===== src/hw/rtl/assert_macros.svh =====
// Assertion helpers shared by the RTL.
// Simulation builds get the property check; synthesis builds get nothing.
`ifndef ASSERT_MACROS_SVH
`define ASSERT_MACROS_SVH
`ifndef SYNTHESIS
`define SFKH_ASSERT(label, clk, rst_n, prop, msg) \
  label: assert property (@(posedge clk) disable iff (!rst_n) (prop)) else $error(msg);
`define SFKH_ASSERT_IMPL(label, clk, rst_n, ante, cons, msg) \
  label: assert property (@(posedge clk) disable iff (!rst_n) (ante) |-> (cons)) else $error(msg);
`else
`define SFKH_ASSERT(label, clk, rst_n, prop, msg)
`define SFKH_ASSERT_IMPL(label, clk, rst_n, ante, cons, msg)
`endif
`endif


===== src/hw/rtl/sfkh_pkg.sv =====
`default_nettype none

package sfkh_pkg;

  // Q1.16 unity and covariance reset value
  localparam logic [16:0] ONE_Q16 = 17'd65536;

  // Shared divider geometry: quotient always fits QUO_W bits
  localparam int unsigned DIV_NUM_W = 36;
  localparam int unsigned DIV_DEN_W = 18;
  localparam int unsigned DIV_QUO_W = 17;

  // Configuration register reset values
  localparam logic [15:0] WEIGHT_A_RST  = 16'd26214;
  localparam logic [15:0] WEIGHT_B_RST  = 16'd19661;
  localparam logic [15:0] WEIGHT_C_RST  = 16'd19661;
  localparam logic [15:0] MEAS_NOISE_RST = 16'd13107;
  localparam logic [15:0] TARGET_RST    = 16'd15360;
  localparam logic [14:0] BAND_RST      = 15'd512;

  typedef enum logic [2:0] {
    REG_WEIGHT_A   = 3'd0,
    REG_WEIGHT_B   = 3'd1,
    REG_WEIGHT_C   = 3'd2,
    REG_MEAS_NOISE = 3'd3,
    REG_TARGET     = 3'd4,
    REG_HYST_BAND  = 3'd5
  } cfg_idx_e;

  typedef enum logic [3:0] {
    ST_IDLE,
    ST_MUL_A,
    ST_MUL_B,
    ST_MUL_C,
    ST_ACC,
    ST_FDIV_GO,
    ST_FDIV_RUN,
    ST_KDIV_GO,
    ST_KDIV_RUN,
    ST_KMUL,
    ST_UPD_EST,
    ST_UPD_COV,
    ST_DONE
  } state_e;

  typedef struct packed {
    logic busy;
    logic done;
  } div_stat_t;

endpackage

`default_nettype wire


===== src/hw/rtl/fused_scalar_kalman_hysteresis_top.sv =====
`default_nettype none
`include "assert_macros.svh"

// Channel   Handshake                 Payload
// --------  ------------------------  ---------------------------------------------------
// cfg       cfg_we_i (no wait)        cfg_idx_i, cfg_data_i
// in        in_valid_i / in_ready_o   reading_a/b/c_i, first_of_group_i, last_of_group_i
// out       out_valid_o / out_ready_i fused_value_o, filtered_estimate_o, kalman_gain_o,
//                                     pump_on_o, group_done_o, weight_error_o
//
// Each item runs through the sequencer from acceptance until its result is loaded; each of the
// two divisions is skipped when its divisor is zero (zero weight sum, zero P plus R).
// The shared restoring divider yields one quotient bit per cycle while busy and is used
// once for the weighted average and once for the gain; one multiplier makes five passes.
// Reset restores all configuration registers, clears the estimate, sets P to 1.0 and
// turns the pump off. A stalled output holds its result; the next item may be accepted
// meanwhile and waits in the final state until the output register frees up.
module fused_scalar_kalman_hysteresis_top (
  input  wire logic               clk_i,
  input  wire logic               rst_ni,
  input  wire logic               cfg_we_i,
  input  wire logic        [2:0]  cfg_idx_i,
  input  wire logic        [15:0] cfg_data_i,
  input  wire logic               in_valid_i,
  output logic                    in_ready_o,
  input  wire logic signed [15:0] reading_a_i,
  input  wire logic signed [15:0] reading_b_i,
  input  wire logic signed [15:0] reading_c_i,
  input  wire logic               first_of_group_i,
  input  wire logic               last_of_group_i,
  output logic                    out_valid_o,
  input  wire logic               out_ready_i,
  output logic signed      [15:0] fused_value_o,
  output logic signed      [15:0] filtered_estimate_o,
  output logic             [16:0] kalman_gain_o,
  output logic                    pump_on_o,
  output logic                    group_done_o,
  output logic                    weight_error_o
);

  localparam int unsigned NW = sfkh_pkg::DIV_NUM_W;
  localparam int unsigned DW = sfkh_pkg::DIV_DEN_W;
  localparam int unsigned QW = sfkh_pkg::DIV_QUO_W;

  // Configuration registers
  logic [15:0] weight_a_q, weight_b_q, weight_c_q, meas_noise_q, target_q;
  logic [14:0] band_q;

  // Filter state
  logic [15:0] est_q;
  logic [16:0] cov_q;
  logic        pump_q;

  // Item working registers
  logic [15:0] rd_a_q, rd_b_q, rd_c_q;
  logic        last_q;
  logic [17:0] wsum_q;
  logic [34:0] acc_q;
  logic [35:0] prod_q;
  logic [15:0] fused_q;
  logic        werr_q;
  logic [16:0] gain_q;

  // Output register
  logic        out_valid_q;
  logic [15:0] out_fused_q, out_est_q;
  logic [16:0] out_gain_q;
  logic        out_pump_q, out_done_q, out_werr_q;

  sfkh_pkg::state_e state_q, state_d;

  // Shared multiplier
  logic signed [17:0] mul_a, mul_b;
  logic signed [35:0] mul_p;

  // Divider hookup
  logic                div_start;
  logic [NW-1:0]       div_num;
  logic [DW-1:0]       div_den;
  logic [QW-1:0]       div_quo;
  sfkh_pkg::div_stat_t div_stat;

  logic        in_fire;
  logic        out_free;
  logic [34:0] acc_mag;
  logic [17:0] kal_den;
  logic [16:0] est_diff;
  logic [15:0] fused_div;
  logic        prod_neg;
  logic [35:0] prod_mag;
  logic [35:0] prod_rnd;
  logic [20:0] est_sum;
  logic [15:0] est_new;
  logic [35:0] cov_rnd;
  logic [16:0] band_lo, band_hi;

  assign in_fire  = in_valid_i && in_ready_o;
  assign out_free = !out_valid_q || out_ready_i;

  // Config writes; indexes past the list are dropped
  always_ff @(posedge clk_i or negedge rst_ni) begin
    if (!rst_ni) begin
      weight_a_q   <= sfkh_pkg::WEIGHT_A_RST;
      weight_b_q   <= sfkh_pkg::WEIGHT_B_RST;
      weight_c_q   <= sfkh_pkg::WEIGHT_C_RST;
      meas_noise_q <= sfkh_pkg::MEAS_NOISE_RST;
      target_q     <= sfkh_pkg::TARGET_RST;
      band_q       <= sfkh_pkg::BAND_RST;
    end else if (cfg_we_i) begin
      case (sfkh_pkg::cfg_idx_e'(cfg_idx_i))
        sfkh_pkg::REG_WEIGHT_A:   weight_a_q   <= cfg_data_i;
        sfkh_pkg::REG_WEIGHT_B:   weight_b_q   <= cfg_data_i;
        sfkh_pkg::REG_WEIGHT_C:   weight_c_q   <= cfg_data_i;
        sfkh_pkg::REG_MEAS_NOISE: meas_noise_q <= cfg_data_i;
        sfkh_pkg::REG_TARGET:     target_q     <= cfg_data_i;
        sfkh_pkg::REG_HYST_BAND:  band_q       <= cfg_data_i[14:0];
        default: ;
      endcase
    end
  end

  // Datapath values used by the sequencer
  always_comb begin
    acc_mag  = acc_q[34] ? (~acc_q + 35'd1) : acc_q;
    kal_den  = {1'b0, cov_q} + {2'b0, meas_noise_q};
    est_diff = {fused_q[15], fused_q} - {est_q[15], est_q};

    // Quotient is at most 32768; the positive side saturates
    if (acc_q[34]) begin
      fused_div = 16'(17'd0 - div_quo);
    end else if (div_quo > 17'd32767) begin
      fused_div = 16'h7fff;
    end else begin
      fused_div = div_quo[15:0];
    end

    // Round K*diff / 2**16 to nearest, ties away from zero
    prod_neg = prod_q[35];
    prod_mag = prod_neg ? (~prod_q + 36'd1) : prod_q;
    prod_rnd = prod_mag + 36'd32768;
    est_sum  = {{5{est_q[15]}}, est_q}
             + (prod_neg ? (21'd0 - {1'b0, prod_rnd[35:16]}) : {1'b0, prod_rnd[35:16]});
    if ($signed(est_sum) > 21'sd32767) begin
      est_new = 16'h7fff;
    end else if ($signed(est_sum) < -21'sd32768) begin
      est_new = 16'h8000;
    end else begin
      est_new = est_sum[15:0];
    end

    cov_rnd = prod_q + 36'd32768;
    band_lo = {target_q[15], target_q} - {2'b0, band_q};
    band_hi = {target_q[15], target_q} + {2'b0, band_q};
  end

  // Operand select for the one multiplier
  always_comb begin
    mul_a = '0;
    mul_b = '0;
    case (state_q)
      sfkh_pkg::ST_MUL_A: begin
        mul_a = {{2{rd_a_q[15]}}, rd_a_q};
        mul_b = {2'b0, weight_a_q};
      end
      sfkh_pkg::ST_MUL_B: begin
        mul_a = {{2{rd_b_q[15]}}, rd_b_q};
        mul_b = {2'b0, weight_b_q};
      end
      sfkh_pkg::ST_MUL_C: begin
        mul_a = {{2{rd_c_q[15]}}, rd_c_q};
        mul_b = {2'b0, weight_c_q};
      end
      sfkh_pkg::ST_KMUL: begin
        mul_a = {est_diff[16], est_diff};
        mul_b = {1'b0, gain_q};
      end
      sfkh_pkg::ST_UPD_EST: begin
        mul_a = {1'b0, sfkh_pkg::ONE_Q16 - gain_q};
        mul_b = {1'b0, cov_q};
      end
      default: ;
    endcase
  end

  assign mul_p = mul_a * mul_b;

  // Sequencer: next state and strobes
  always_comb begin
    state_d    = state_q;
    in_ready_o = 1'b0;
    div_start  = 1'b0;
    div_num    = NW'(acc_mag) + NW'(wsum_q >> 1);
    div_den    = wsum_q;
    case (state_q)
      sfkh_pkg::ST_IDLE: begin
        in_ready_o = 1'b1;
        if (in_valid_i) state_d = sfkh_pkg::ST_MUL_A;
      end
      sfkh_pkg::ST_MUL_A: state_d = sfkh_pkg::ST_MUL_B;
      sfkh_pkg::ST_MUL_B: state_d = sfkh_pkg::ST_MUL_C;
      sfkh_pkg::ST_MUL_C: state_d = sfkh_pkg::ST_ACC;
      sfkh_pkg::ST_ACC:   state_d = sfkh_pkg::ST_FDIV_GO;
      sfkh_pkg::ST_FDIV_GO: begin
        if (wsum_q == '0) begin
          state_d = sfkh_pkg::ST_KDIV_GO;
        end else begin
          div_start = 1'b1;
          state_d   = sfkh_pkg::ST_FDIV_RUN;
        end
      end
      sfkh_pkg::ST_FDIV_RUN: begin
        if (div_stat.done) state_d = sfkh_pkg::ST_KDIV_GO;
      end
      sfkh_pkg::ST_KDIV_GO: begin
        div_num = NW'({cov_q, 16'd0}) + NW'(kal_den >> 1);
        div_den = kal_den;
        if (kal_den == '0) begin
          state_d = sfkh_pkg::ST_KMUL;
        end else begin
          div_start = 1'b1;
          state_d   = sfkh_pkg::ST_KDIV_RUN;
        end
      end
      sfkh_pkg::ST_KDIV_RUN: begin
        if (div_stat.done) state_d = sfkh_pkg::ST_KMUL;
      end
      sfkh_pkg::ST_KMUL:    state_d = sfkh_pkg::ST_UPD_EST;
      sfkh_pkg::ST_UPD_EST: state_d = sfkh_pkg::ST_UPD_COV;
      sfkh_pkg::ST_UPD_COV: state_d = sfkh_pkg::ST_DONE;
      sfkh_pkg::ST_DONE: begin
        if (out_free) state_d = sfkh_pkg::ST_IDLE;
      end
      default: state_d = sfkh_pkg::ST_IDLE;
    endcase
  end

  always_ff @(posedge clk_i or negedge rst_ni) begin
    if (!rst_ni) begin
      state_q <= sfkh_pkg::ST_IDLE;
    end else begin
      state_q <= state_d;
    end
  end

  // Filter state: restart on a first item, update in the closing states
  always_ff @(posedge clk_i or negedge rst_ni) begin
    if (!rst_ni) begin
      est_q  <= '0;
      cov_q  <= sfkh_pkg::ONE_Q16;
      pump_q <= 1'b0;
    end else begin
      if (in_fire && first_of_group_i) begin
        est_q <= '0;
        cov_q <= sfkh_pkg::ONE_Q16;
      end
      if (state_q == sfkh_pkg::ST_UPD_EST) begin
        est_q <= est_new;
      end
      if (state_q == sfkh_pkg::ST_UPD_COV) begin
        cov_q <= cov_rnd[32:16];
        // Dead band: below turns on, above turns off, inside holds
        if (last_q) begin
          if ($signed({est_q[15], est_q}) < $signed(band_lo)) begin
            pump_q <= 1'b1;
          end else if ($signed({est_q[15], est_q}) > $signed(band_hi)) begin
            pump_q <= 1'b0;
          end
        end
      end
    end
  end

  // Item working registers
  always_ff @(posedge clk_i) begin
    case (state_q)
      sfkh_pkg::ST_IDLE: begin
        if (in_valid_i) begin
          rd_a_q <= reading_a_i;
          rd_b_q <= reading_b_i;
          rd_c_q <= reading_c_i;
          last_q <= last_of_group_i;
          wsum_q <= {2'b0, weight_a_q} + {2'b0, weight_b_q} + {2'b0, weight_c_q};
        end
      end
      sfkh_pkg::ST_MUL_A: begin
        acc_q  <= '0;
        prod_q <= mul_p;
      end
      sfkh_pkg::ST_MUL_B, sfkh_pkg::ST_MUL_C: begin
        acc_q  <= acc_q + prod_q[34:0];
        prod_q <= mul_p;
      end
      sfkh_pkg::ST_ACC: acc_q <= acc_q + prod_q[34:0];
      sfkh_pkg::ST_FDIV_GO: begin
        // Zero weight sum: measurement forced to zero and flagged
        werr_q <= (wsum_q == '0);
        if (wsum_q == '0) fused_q <= '0;
      end
      sfkh_pkg::ST_FDIV_RUN: begin
        if (div_stat.done) fused_q <= fused_div;
      end
      sfkh_pkg::ST_KDIV_GO: begin
        if (kal_den == '0) gain_q <= '0;
      end
      sfkh_pkg::ST_KDIV_RUN: begin
        if (div_stat.done) begin
          gain_q <= (div_quo > sfkh_pkg::ONE_Q16) ? sfkh_pkg::ONE_Q16 : div_quo;
        end
      end
      sfkh_pkg::ST_KMUL, sfkh_pkg::ST_UPD_EST: prod_q <= mul_p;
      default: ;
    endcase
  end

  // Output register: load when free, drop valid once taken
  always_ff @(posedge clk_i or negedge rst_ni) begin
    if (!rst_ni) begin
      out_valid_q <= 1'b0;
    end else if (state_q == sfkh_pkg::ST_DONE && out_free) begin
      out_valid_q <= 1'b1;
    end else if (out_ready_i) begin
      out_valid_q <= 1'b0;
    end
  end

  always_ff @(posedge clk_i) begin
    if (state_q == sfkh_pkg::ST_DONE && out_free) begin
      out_fused_q <= fused_q;
      out_est_q   <= est_q;
      out_gain_q  <= gain_q;
      out_pump_q  <= pump_q;
      out_done_q  <= last_q;
      out_werr_q  <= werr_q;
    end
  end

  sfkh_div u_div (
    .clk_i  (clk_i),
    .rst_ni (rst_ni),
    .start_i(div_start),
    .num_i  (div_num),
    .den_i  (div_den),
    .quo_o  (div_quo),
    .stat_o (div_stat)
  );

  assign out_valid_o         = out_valid_q;
  assign fused_value_o       = out_fused_q;
  assign filtered_estimate_o = out_est_q;
  assign kalman_gain_o       = out_gain_q;
  assign pump_on_o           = out_pump_q;
  assign group_done_o        = out_done_q;
  assign weight_error_o      = out_werr_q;

  // Covariance never exceeds 1.0
  `SFKH_ASSERT(a_cov_range, clk_i, rst_ni, cov_q <= sfkh_pkg::ONE_Q16, "covariance above 1.0")
  // Reported gain never exceeds 1.0
  `SFKH_ASSERT_IMPL(a_gain_range, clk_i, rst_ni, out_valid_q, out_gain_q <= sfkh_pkg::ONE_Q16, "gain above 1.0")
  // Divider only runs while the sequencer waits on it
  `SFKH_ASSERT_IMPL(a_div_owner, clk_i, rst_ni, div_stat.busy, state_q == sfkh_pkg::ST_FDIV_RUN || state_q == sfkh_pkg::ST_KDIV_RUN, "divider busy outside a divide state")
  // A zero weight sum always reports a zero fused value
  `SFKH_ASSERT_IMPL(a_werr_zero, clk_i, rst_ni, out_valid_q && out_werr_q, out_fused_q == '0, "weight error with nonzero fused value")

endmodule

`default_nettype wire


===== src/hw/rtl/sfkh_div.sv =====
`default_nettype none

// Restoring divider, one quotient bit per cycle.
// Caller guarantees num < den * 2**DIV_QUO_W.
module sfkh_div (
  input  wire logic                                 clk_i,
  input  wire logic                                 rst_ni,
  input  wire logic                                 start_i,
  input  wire logic [sfkh_pkg::DIV_NUM_W-1:0]       num_i,
  input  wire logic [sfkh_pkg::DIV_DEN_W-1:0]       den_i,
  output logic      [sfkh_pkg::DIV_QUO_W-1:0]       quo_o,
  output sfkh_pkg::div_stat_t                       stat_o
);

  localparam int unsigned NW = sfkh_pkg::DIV_NUM_W;
  localparam int unsigned QW = sfkh_pkg::DIV_QUO_W;
  localparam int unsigned SW = sfkh_pkg::DIV_DEN_W + QW - 1;
  localparam int unsigned CW = $clog2(QW);

  logic [NW-1:0] rem_q;
  logic [SW-1:0] dsh_q;
  logic [QW-1:0] quo_q;
  logic [CW-1:0] cnt_q;
  logic          busy_q;
  logic          done_q;
  logic          fits;

  assign fits = rem_q >= NW'(dsh_q);

  always_ff @(posedge clk_i or negedge rst_ni) begin
    if (!rst_ni) begin
      busy_q <= 1'b0;
      done_q <= 1'b0;
      cnt_q  <= '0;
    end else if (start_i) begin
      busy_q <= 1'b1;
      done_q <= 1'b0;
      cnt_q  <= CW'(QW - 1);
    end else if (busy_q) begin
      if (cnt_q == '0) begin
        busy_q <= 1'b0;
        done_q <= 1'b1;
      end else begin
        cnt_q <= cnt_q - 1'b1;
      end
    end else begin
      done_q <= 1'b0;
    end
  end

  always_ff @(posedge clk_i) begin
    if (start_i) begin
      rem_q <= num_i;
      dsh_q <= {den_i, (QW - 1)'(0)};
    end else if (busy_q) begin
      if (fits) begin
        rem_q <= rem_q - NW'(dsh_q);
      end
      dsh_q <= dsh_q >> 1;
      quo_q <= {quo_q[QW-2:0], fits};
    end
  end

  assign quo_o       = quo_q;
  assign stat_o.busy = busy_q;
  assign stat_o.done = done_q;

endmodule

`default_nettype wire

===== config.mk =====
export PLATFORM = sky130hd
export DESIGN_NAME = fused_scalar_kalman_hysteresis_top
export DESIGN_NICKNAME = d
export VERILOG_FILES = /design/src/hw/rtl/sfkh_pkg.sv /design/src/hw/rtl/fused_scalar_kalman_hysteresis_top.sv /design/src/hw/rtl/sfkh_div.sv
export VERILOG_INCLUDE_DIRS = /design/src /design/src/hw/rtl
export SDC_FILE = /design/constraint.sdc
export NUM_CORES = 2
export LEC_CHECK = 0
export BUFFER_PORTS_ARGS = -buffer_cell sky130_fd_sc_hd__buf_2
export CAP_MARGIN = 20
export CORE_MARGIN = 8
export CORE_UTILIZATION = 59
export CTS_BUF_LIST = sky130_fd_sc_hd__clkbuf_16
export DETAILED_ROUTE_END_ITERATION = 6
export PLACE_DENSITY_LB_ADDON = 0.12
export SLEW_MARGIN = 10
export SYNTH_ARGS = -nofsm -noshare
export SYNTH_HDL_FRONTEND = slang
export SYNTH_SLANG_ARGS = --single-unit

===== constraint.sdc =====
create_clock -name clk_i -period 8.75 [get_ports clk_i]
set_input_delay 0.875 -clock clk_i [delete_from_list [all_inputs] [get_ports clk_i]]
set_output_delay 0.875 -clock clk_i [all_outputs]
set_load 0.01 [all_outputs]

* Word level (Yosys, flattened, before mapping)
Cells that the tools add are included.
** Storage, ports and cells
- Flip-flop bits (word level) :: 452
- Bits in latches :: 0
- RAM bits :: 0
- Bits in read-only memories :: 0
- Input port bits :: 74
- Output and inout bits :: 54
- Logic and storage cells :: 176
- Memories :: 0
** Operators by class
- Add/subtract/negate cells :: 19
- $mul :: 1
- Div/mod/pow operators :: 0
- $lt $le $gt $ge :: 7
- Equality and inequality tests :: 25
- Shift-type cells :: 0
- Multiplexer cells :: 52
- Bitwise gates (word level) :: 3
- Reductions and logical operators :: 35
** Operator list (count)
- 36-bit 2-to-1 mux :: 5
- 16-bit 2-to-1 mux :: 8
- 18-bit one-hot mux with 5 select lines :: 1
- 17-bit 2-to-1 mux :: 5
- 17-bit one-hot mux with 5 select lines :: 1
- 35-bit one-hot mux with 2 select lines :: 1
- 34-bit 2-to-1 mux :: 2
- 4-bit one-hot mux with 13 select lines :: 1
- 17-bit by 16-bit adder with 18-bit output :: 2
- 35-bit by 17-bit adder with 36-bit output :: 1
- 36-bit by 1-bit adder with 36-bit output, second input constant :: 1
- 36-bit by 16-bit adder with 36-bit output, second input constant :: 1
- 36-bit by 34-bit greater-or-equal comparator with 1-bit output :: 1
- 18-bit logical NOT :: 2
- 18-bit by 18-bit multiplier with 36-bit output :: 1
- 36-bit NOT :: 1
- 36-bit by 34-bit subtractor with 36-bit output :: 1
- 35-bit by 1-bit adder with 35-bit output, second input constant :: 1
- 35-bit adder :: 1
- 35-bit 2-to-1 mux :: 1
- 35-bit NOT :: 1
- 16-bit by 16-bit adder with 17-bit output :: 2
- 33-bit by 17-bit adder with 34-bit output :: 1
- 17-bit one-hot mux with 2 select lines :: 1
- other kinds (43) :: 99

* Longest topological paths before layout
- Word-level depth :: 11
- Gate-level depth with buffers :: 39
- Depth with buffers taken out :: 39

* By module
A second synthesis with hierarchy kept.
** Unflattened totals
- Cells, all modules :: 4522
- Area total of the unflattened synthesis :: 42645.9 µm²
** Modules (own cells, without submodules)
- fused_scalar_kalman_hysteresis_top :: times used 1, cells each 3934, area an instance 37023.0 µm², sequential area each 10127.2 µm²
- sfkh_div :: times used 1, cells each 588, area an instance 5622.9 µm², sequential area each 2627.5 µm²

* Least setup slack after synthesis
OpenSTA, ideal clock, no wires.
- Path kind :: register -> register
- Start point :: register est_q[2]
- End point :: register prod_q[34] (data pin)
- Library setup time :: 264 ps
- Data arrival time :: 8734 ps
- Required time :: 8486 ps
- Setup slack :: -248 ps
- Stages on the path, launching flop included :: 39
- Buffers on the path :: 1
- Period minus slack after synthesis :: 8998 ps
- Cell sequence :: dfrtp_1 -> inv_1 -> ha_1 -> nor2b_1 -> o21ai_0 -> a21boi_0 -> o21ai_0 -> a21boi_0 -> o21ai_0 -> a21boi_0 -> o21ai_0 -> a21oi_1 -> o21a_1 -> o21a_1 -> o41ai_1 -> clkbuf_1 -> nor2_1 -> fa_1 -> (+3 left out) -> inv_1 -> fa_1 -> fa_1 -> inv_1 -> fa_1 -> inv_1 -> ha_1 -> a21o_1 -> a21oi_1 -> o21bai_1 -> a21o_1 -> a21o_1 -> nor3_1 -> a21oi_1 -> a41o_1 -> a21o_1 -> a221oi_1 -> xnor2_1
** Between the ends
- Cells in the longest elaborated chain, start to end :: 3
** RTL lines
- start, declared :: line fused_scalar_kalman_hysteresis_top.sv:50 : logic [15:0] est_q;
- start signal, assigned :: line fused_scalar_kalman_hysteresis_top.sv:257 : est_q <= est_new;
- 16-bit by 16-bit subtractor with 17-bit output :: line fused_scalar_kalman_hysteresis_top.sv:126 : est_diff = {fused_q[15], fused_q} - {est_q[15], est_q};
- 18-bit one-hot mux with 5 select lines :: line fused_scalar_kalman_hysteresis_top.sv:160 : case (state_q)
- 18-bit by 18-bit multiplier with 36-bit output :: line fused_scalar_kalman_hysteresis_top.sv:185 : assign mul_p = mul_a * mul_b;
- via mul_p[34] :: line fused_scalar_kalman_hysteresis_top.sv:74 : logic signed [35:0] mul_p;
- end signal, assigned :: line fused_scalar_kalman_hysteresis_top.sv:287 : prod_q <= mul_p;
- end signal, assigned :: line fused_scalar_kalman_hysteresis_top.sv:291 : prod_q <= mul_p;
- end signal, assigned :: line fused_scalar_kalman_hysteresis_top.sv:310 : sfkh_pkg::ST_KMUL, sfkh_pkg::ST_UPD_EST: prod_q <= mul_p;
- end, declared :: line fused_scalar_kalman_hysteresis_top.sv:59 : logic [35:0] prod_q;
The timed path passes the listed nets, and every way through them passes these cells.
A chain may end at the register's enable or synchronous reset.

* Final worst setup path
- Start point :: register est_q[1]
- End point :: register prod_q[35] (data pin)
Same word-level chain as after synthesis.

==> results.tsv <==
metric	value	unit
Max-Cap Viols	0	
worst skew pair latency	0.63	ns
worst-margin pin slew	1.12	ns
vias in the first global route	34700	
EDFF count, synth	295	
ANT cells	0	
Core ar.	72500	µm²
drt drc	1	
H-tree Lvls	2	
Seq/Total Area, Yosys	29.8	%
Final WS setup	0.351	ns
CTS Buffer Depth	3	
failing checks	DRC	
distinct cell type count after synthesis	92	
final setup vio count	0	
remaining global-route overflow	0	
startpoint types	register	
boundary pin count	128	
most common cell after layout, fill and taps aside	inv_1	
Layout Cells excl Fill	5762	
maximum fanout along the worst path	5	
synthesized cell area	42900	µm²
top_reg_cell synth	edfxtp_1	
TritonCTS buffer count	50	
layout cell share with drive strength beyond 1	15.1	%
Vias	34300	
maximum clock frequency	119	MHz
Yosys reg bits	452	
max-slew violation count	0	
Hold-fix buffers, CTS	0	
Initial Util	59.1	%
largest net degree at the start of global routing	74	
gpl congestion	0.964	
CTS Root Cell	clkbuf_16	
min Tclk post-route	8.40	ns
routed len/inst	21.9	µm
Synth async-reset ratio	31.2	%
Die Height	285	µm
post-synthesis cell count	4497	
Die Wd	285	µm
Die ar.	81500	µm²
DP Area	45900	µm²
PortBufs	127	
vias per cell	5.96	
Clk pin slew, worst setup/hold paths	0.07	ns
worst slack, placed	-0.503	ns
setup tns final	0	ns
DR pass1 iterations	7	
Slew headroom	25.3	%
Routed Antenna Nets	0	
DP Cell Count	5650	
endpoint class of the critical path	register	
Area growth syn-to-layout	12.2	%
status	finished with violations	
crit path kind	register to register	
Routed Wire Length	126000	µm
final instance area	48100	µm²
most frequent cells in the layout	583 x inv_1, 402 x nor2_1, 357 x nand2_1, 331 x fa_1, 310 x ha_1	
Starting DRT DRC Count	2750	
first-pass GRT wire length	197000	µm
antenna violations before repair	3	
Fin Clk Skew	0.0336	ns
Worst path slowest cell	fa_1	
Final Cycle Share	96.0	%
detailed placer's ending HPWL	100000	µm
Clock Sinks	452	
data arrival time of the worst path	8.77	ns
post-synth net total	5224	
max incr delay on CP	0.61	ns
Hold WC Path Type	input pin to async pin	
CTS tree	built	
Tot GR Track Use	30.6	%
WP data required	9.12	ns
Most common cell on crit path	fa_1	
yosys warns	0	
Nets	5489	
Avg Inst Size Synth	9.53	µm²
final hold viol count	0	
Row Count	99	
==> metrics by stage <==
stage	util [%]	hold WS (ns)
after global routing	66.4	0.354
after CTS	65.7	0.304
final	66.4	0.299
after global placement	63.4	0.478
after floorplan	-	0.400
after detailed placement	63.4	0.476
==> layer usage <==
layer | up-vias | track usage [%] | share of wire, %
li1 | 16000 | - | -
met1 | 16800 | 39.3 | 41
met2 | 1180 | 50.3 | 47
met3 | 302 | 4.98 | 7.2
met4 | 4 | 14.7 | 5.4
met5 | - | 0 | 0.021
==> final cells by class <==
class,instances,area [µm²]
clock inverters,42,343
fillers,5917,24400
inverters,582,2180
clock buffers,51,1280
multi-input cells,3312,27900
repair buffers,364,2470
well taps,959,1200
flip-flops and latches,452,12800
==> synthesized netlist by cell type, drive strengths merged (40+ instances only) <==
cell,n,area [µm²]
edfxtp,295,8860
a21o,74,556
mux2i,80,801
clkbuf,132,495
nor3,98,495
a21oi,200,1010
nand4,40,250
xor2,120,1050
nor4,45,297
inv,582,2180
nor2b,41,257
nand3,73,370
mux2,94,1060
o21ai,183,920
nand2,361,1360
dfrtp,103,2580
nor2,412,1550
fa,336,6730
ha,317,3970
xnor2,219,1930
nand2b,72,450
==> critical path, delay by kind of cell, from the launching register on <==
kind	cells	cell delay, ns
adder cells (fa/ha/maj)	8	3.68
buffers and inverters	7	0.76
flip-flops	1	0.35
XOR/XNOR	2	0.19
AO/OA/AOI/OAI	15	2.52
AND/OR/NAND/NOR	5	0.65
==> sequential cells by signal, indices dropped and copies added, names as in the netlist, 15 cells and up <==
signal               flops
est_q                   16
rd_a_q                  16
weight_a_q              16
target_q                16
rd_c_q                  16
gain_q                  17
u_div.quo_o             17
fused_value_o           16
filtered_estimate_o     16
cov_q                   17
prod_q                  36
fused_q                 16
u_div.dsh_q             34
weight_b_q              16
wsum_q                  18
band_q                  15
acc_q                   35
meas_noise_q            16
rd_b_q                  16
u_div.rem_q             36
kalman_gain_o           17
weight_c_q              16
==> kinds of logic (layout without fill, tap and decap cells) <==
logic type / Yosys count / count (layout) / synth area share, %
and+or+nand+nor: 1335 / 1335 / 14.8
DFF: 452 / 452 / 29.8
xor gates and xnor gates: 339 / 339 / 6.96
adders and majority gates: 653 / 653 / 25.0
buffers and inverters: 733 / 1039 / 6.49
muxes: 174 / 174 / 4.34
AOI/OAI and AO/OA: 811 / 811 / 12.6
==> path summary, 6_finish.rpt <==
path | from | endpoint | slack [ns] | cells after the start
max | est_q[1]$_DFFE_PN0P_ | prod_q[35]$_DFFE_PN_ | 0.35 | 37
min | rst_ni | out_valid_o$_DFFE_PN0P_ | 0.30 | 1
max reg2reg | est_q[1]$_DFFE_PN0P_ | prod_q[35]$_DFFE_PN_ | 0.35 | 37
min reg2reg | werr_q$_DFFE_PP_ | weight_error_o$_DFFE_PP_ | 0.48 | 0
max in group asynchronous | rst_ni | band_q[14]$_DFFE_PN0P_ | 7.03 | 2
min in group clk_i | reading_a_i[8] | rd_a_q[8]$_DFFE_PP_ | 0.43 | 1
==> what timing repair did <==
action                                  in CTS  in global routing
endpoints found under the setup margin       9                 30
pin swaps                                    7                 51
gates resized for setup                     27                 72
setup buffers                                2                 15
Power is not shown: default switching activity piles up to over one toggle a cycle in this logic, so the estimate is an artifact.
